==> config.mk <==
export PLATFORM = sky130hd
export DESIGN_NAME = psmid_ram
export DESIGN_NICKNAME = d
export VERILOG_FILES = /design/src/sv/psmid_ram.sv
export SDC_FILE = /design/constraint.sdc
export NUM_CORES = 2
export LEC_CHECK = 0
export BUFFER_PORTS_ARGS = -buffer_cell sky130_fd_sc_hd__buf_4
export CAP_MARGIN = 5
export CELL_PAD_IN_SITES_DETAIL_PLACEMENT = 0
export CELL_PAD_IN_SITES_GLOBAL_PLACEMENT = 1
export CORE_MARGIN = 8
export CORE_UTILIZATION = 50
export CTS_CLUSTER_SIZE = 12
export DETAILED_ROUTE_END_ITERATION = 12
export PLACE_DENSITY_LB_ADDON = 0.05
export SLEW_MARGIN = 20
export SYNTH_ARGS = -nofsm -noshare
export SYNTH_HDL_FRONTEND = slang
export SYNTH_SLANG_ARGS = --single-unit
==> constraint.sdc <==
create_clock -name clk -period 8.4 [get_ports clk]
set_input_delay 0.84 -clock clk [delete_from_list [all_inputs] [get_ports clk]]
set_output_delay 0.84 -clock clk [all_outputs]
set_load 0.02 [all_outputs]
==> src/sv/psmid_ram.sv <==
// Generic single-write, single-read RAM with registered read data.
// No dependencies.
module psmid_ram #(
  parameter int WIDTH = 64,
  parameter int DEPTH = 64
) (
  input  logic                                  clk,
  input  logic                                  we,
  input  logic [(DEPTH > 1 ? $clog2(DEPTH) : 1)-1:0] waddr,
  input  logic [WIDTH-1:0]                      wdata,
  input  logic [(DEPTH > 1 ? $clog2(DEPTH) : 1)-1:0] raddr,
  output logic [WIDTH-1:0]                      rdata
);

  logic [WIDTH-1:0] mem [DEPTH];

  always_ff @(posedge clk) begin
    if (we) begin
      mem[waddr] <= wdata;
    end
    rdata <= mem[raddr];
  end

endmodule

==> impl_metrics.csv <==
group,metric,value,unit
status,outcome,"completed",
sta,clock-skew-final,0.0445,ns
clocking,clkTransAtPathRegs,0.06,ns
clocking,cts_tree,"done",
drt,drc,0,
drt,drt-initial-drc-count,9240,
worst_setup_path,r2r_end,"rdata[47]",
power,ir_drop,0.217,mV
worst_setup_path,crit_required,9.18,ns
clocking,ctsHtreeMaxLevel,5,
placed_design,routabilityCongestion,0.765,
sta,timing.fmax,290,MHz
drt,vias_per_cell,6.52,
worst_setup_path,crit_path_start_kind,"primary input",
die,core,312000,um^2
yosys,yosys.area_share.adder,0,%
grt,grt_remaining_overflow,0,
yosys,ys_seq_area_share,79.5,%
drt,routed_wl,450000,um
sta,hold_viol,0,
drt,vias,74900,
grt,grt_pass1_vias,76100,
drt,dr.pass1.iters,6,
worst_setup_path,worstReg2RegStart,"mem[55][47]",
die,pin_count,142,
worst_setup_path,cp.arrival,4.23,ns
yosys,yosysTopAreaCell,"edfxtp_1",
worst_setup_path,critPathLaunch,"raddr[0]",
placed_design,portBuffers,141,
die,initial_core_util,50.2,%
placed_design,place_ws,3.94,ns
yosys,synth-seq-cells,4160,
yosys,synth-warning-count,0,
yosys,synth_common_cells,"4,096 x edfxtp_1, 1,024 x mux4_2, 170 x buf_2, 168 x a22oi_1, 140 x clkbuf_1",
grt,antenna_found_initial,21,
yosys,yosysUniqueCellTypes,33,
sta,period_minus_slack,3.45,ns
clocking,worst_skew_pair.late_latency,0.95,ns
clocking,cts.root.buffer_cell,"clkbuf_16",
worst_setup_path,critPathMaxStageDelay,0.77,ns
cells_and_area,drive_gt1_share,27.7,%
yosys,synth.avg_cell_area,23.7,um^2
drt,wl_per_cell,39.2,um
yosys,synth_edf_count,4096,
clocking,cts_resized,0,
worst_setup_path,crit_buf_inv,3,
worst_setup_path,crit_family,"buffers and inverters",
yosys,synth_top_area_share,78.7,%
grt,grtUsageTotal,26.9,%
clocking,clock_sinks,4160,
sta,setup_viol,0,
yosys,synthMuxAreaShare,15.6,%
yosys,syn_nets,6676,
min_path,worstHoldEndpoint,"mem[20][3]",
worst_setup_path,r2r_cells,5,
placed_design,hpwl,235000,um
worst_setup_path,end_kind,"register",
sta,setup-tns-final,0,ns
die,rows,205,
yosys,synthMostInstantiatedCell,"edfxtp_1",
yosys,synth-simple-area-share,1.24,%
cells_and_area,fin_nets,7083,
drt,ant_nets,0,
min_path,min_from,"wdata[3]",
clocking,clock_tree.buffer_depth,4,
worst_setup_path,path_cells,"buf_16 -> buf_12 -> buf_4 -> mux4_2 -> mux2i_1 -> o22ai_1 -> a41oi_1 -> a211oi_1",
worst_setup_path,critPathKind,"primary input to register",
yosys,netlist_area,156000,um^2
power,p_leak,54.9,nW
yosys,synth_compound_area_share,2.48,%
die,dieArea,331000,um^2
sta,rsz0062_at_grt,"false",
yosys,synth_top_family_by_area,"multiplexers",
min_path,hp-class,"primary input to register",
cells_and_area,syn_to_final_growth,12.9,%
yosys,synth-async-reset-ratio,0,%
power,powerDensity,244,nW/um^2
sta,worst_slack,4.95,ns
die,chipWidth,575,um
sta,post-route-period-util,41.1,%
min_path,hold_depth,1,
clocking,cts_setup_buffers,0,
grt,grt_max_degree,118,
clocking,numCtsBuffers,431,
job,maxCapViolCount,0,
yosys,synth.area.top_cells,"edfxtp_1 79%, mux4_2 15%, mux2i_1 0.86%, dfxtp_1 0.82%, a22oi_1 0.81%",
yosys,synthFlopType,"edfxtp_1",
sta,max-slew-margin-rel,20.3,%
die,die_y,575,um
clocking,hold_buffers,0,
yosys,synth_xor_area_share,0,%
worst_setup_path,slowest_stage,"buf_4",
sta,worst_slew_pin_slew,1.19,ns
sta,drv_slew,0,
worst_setup_path,reg2reg_slack,6.12,ns
grt,grt_pass1_wl,622000,um
worst_setup_path,crit_path_max_fanout,94,
yosys,synthCells,6598,
==> layer usage <==
metal	wire [um]	vias to the layer above	share of wire, %	track usage (%)
met1	184000	41900	41	38.5
met2	222000	3157	49	44.6
met5	39	-	0.0087	0
met3	32600	544	7.3	3.84
li1	-	29300	-	-
met4	11800	6	2.6	6.37
==> power breakdown <==
part	switching (mW)	total (mW)	internal (mW)
sequential	0.104	23.1	23.0
clock	7.78	18.0	10.2
combinational	1.31	2.05	0.741
total	9.20	43.1	33.9
==> cell families (layout without fill, tap and decap cells) <==
group,count (synthesis),count (layout)
AO/OA/AOI/OAI,504,504
buffers and inverters,389,1120
other,0,8
flip-flops,4160,4160
multiplexers,1159,1159
AND/OR/NAND/NOR,386,386
==> state kept, by name (all words and copies together), names as in the netlist <==
| signal | cells |
|---|---|
| rdata | 64 |
| mem | 4096 |
==> layout by cell type (no fill, tap or decap), drive strengths merged, types with 8 or more instances in the layout <==
cell,synthesis,routed
buf,230,344
bufinv,0,14
dfxtp,64,64
clkinv,0,137
a41oi,26,26
or3,29,29
nand3,45,45
or2,28,28
a31oi,18,18
nor2,112,112
a22oi,168,168
o221ai,38,38
edfxtp,4096,4096
nand2,58,58
nor2b,28,28
mux4,1024,1024
nand2b,11,11
a22o,88,88
and3,64,64
inv,19,29
mux2i,135,135
a211oi,63,63
a2bb2oi,19,19
o22ai,83,83
clkbuf,140,595
diode,0,8
==> stage by stage <==
step                total power [mW]  instance area [um^2]  instances  hold WS, ns  utilization [%]
floorplan                       24.6                156000       6598        0.788                -
global placement                25.6                163000      10700        0.836             52.4
detailed placement              25.6                163000      10700        0.827             52.4
CTS                             43.4                176000      11500        0.342             56.6
global route                    44.3                176000      11500        0.408             56.6
finish                          43.1                176000      11500        0.406             56.6
==> worst register-to-register path: cells and delay by family, from the launching register on <==
family	cells	cell delay [ns]
AO/OA/AOI/OAI	3	1.07
flip-flops	1	0.35
multiplexers	2	0.68
==> final cells by class <==
type	instances	area, um^2
fillers	22900	135000
clock inverters	162	1280
well taps	4140	5180
multi-input cells	2049	30800
inverters	19	71.3
flip-flops and latches	4160	124000
repair buffers	344	3070
diodes	8	20.0
clock buffers	595	11800
==> worst max path at each step <==
stage / slack [ns] / to / cells past startpoint
2_1_floorplan: 2.12 / mem[48][0] / 4
3_3_place_gp: 3.93 / rdata[9] / 8
3_5_place_dp: 3.94 / rdata[9] / 8
4_1_cts: 4.97 / rdata[9] / 8
5_1_grt: 4.71 / rdata[13] / 8
6_report: 4.95 / rdata[9] / 8
Note: power is estimated with default switching activity, not from simulation.
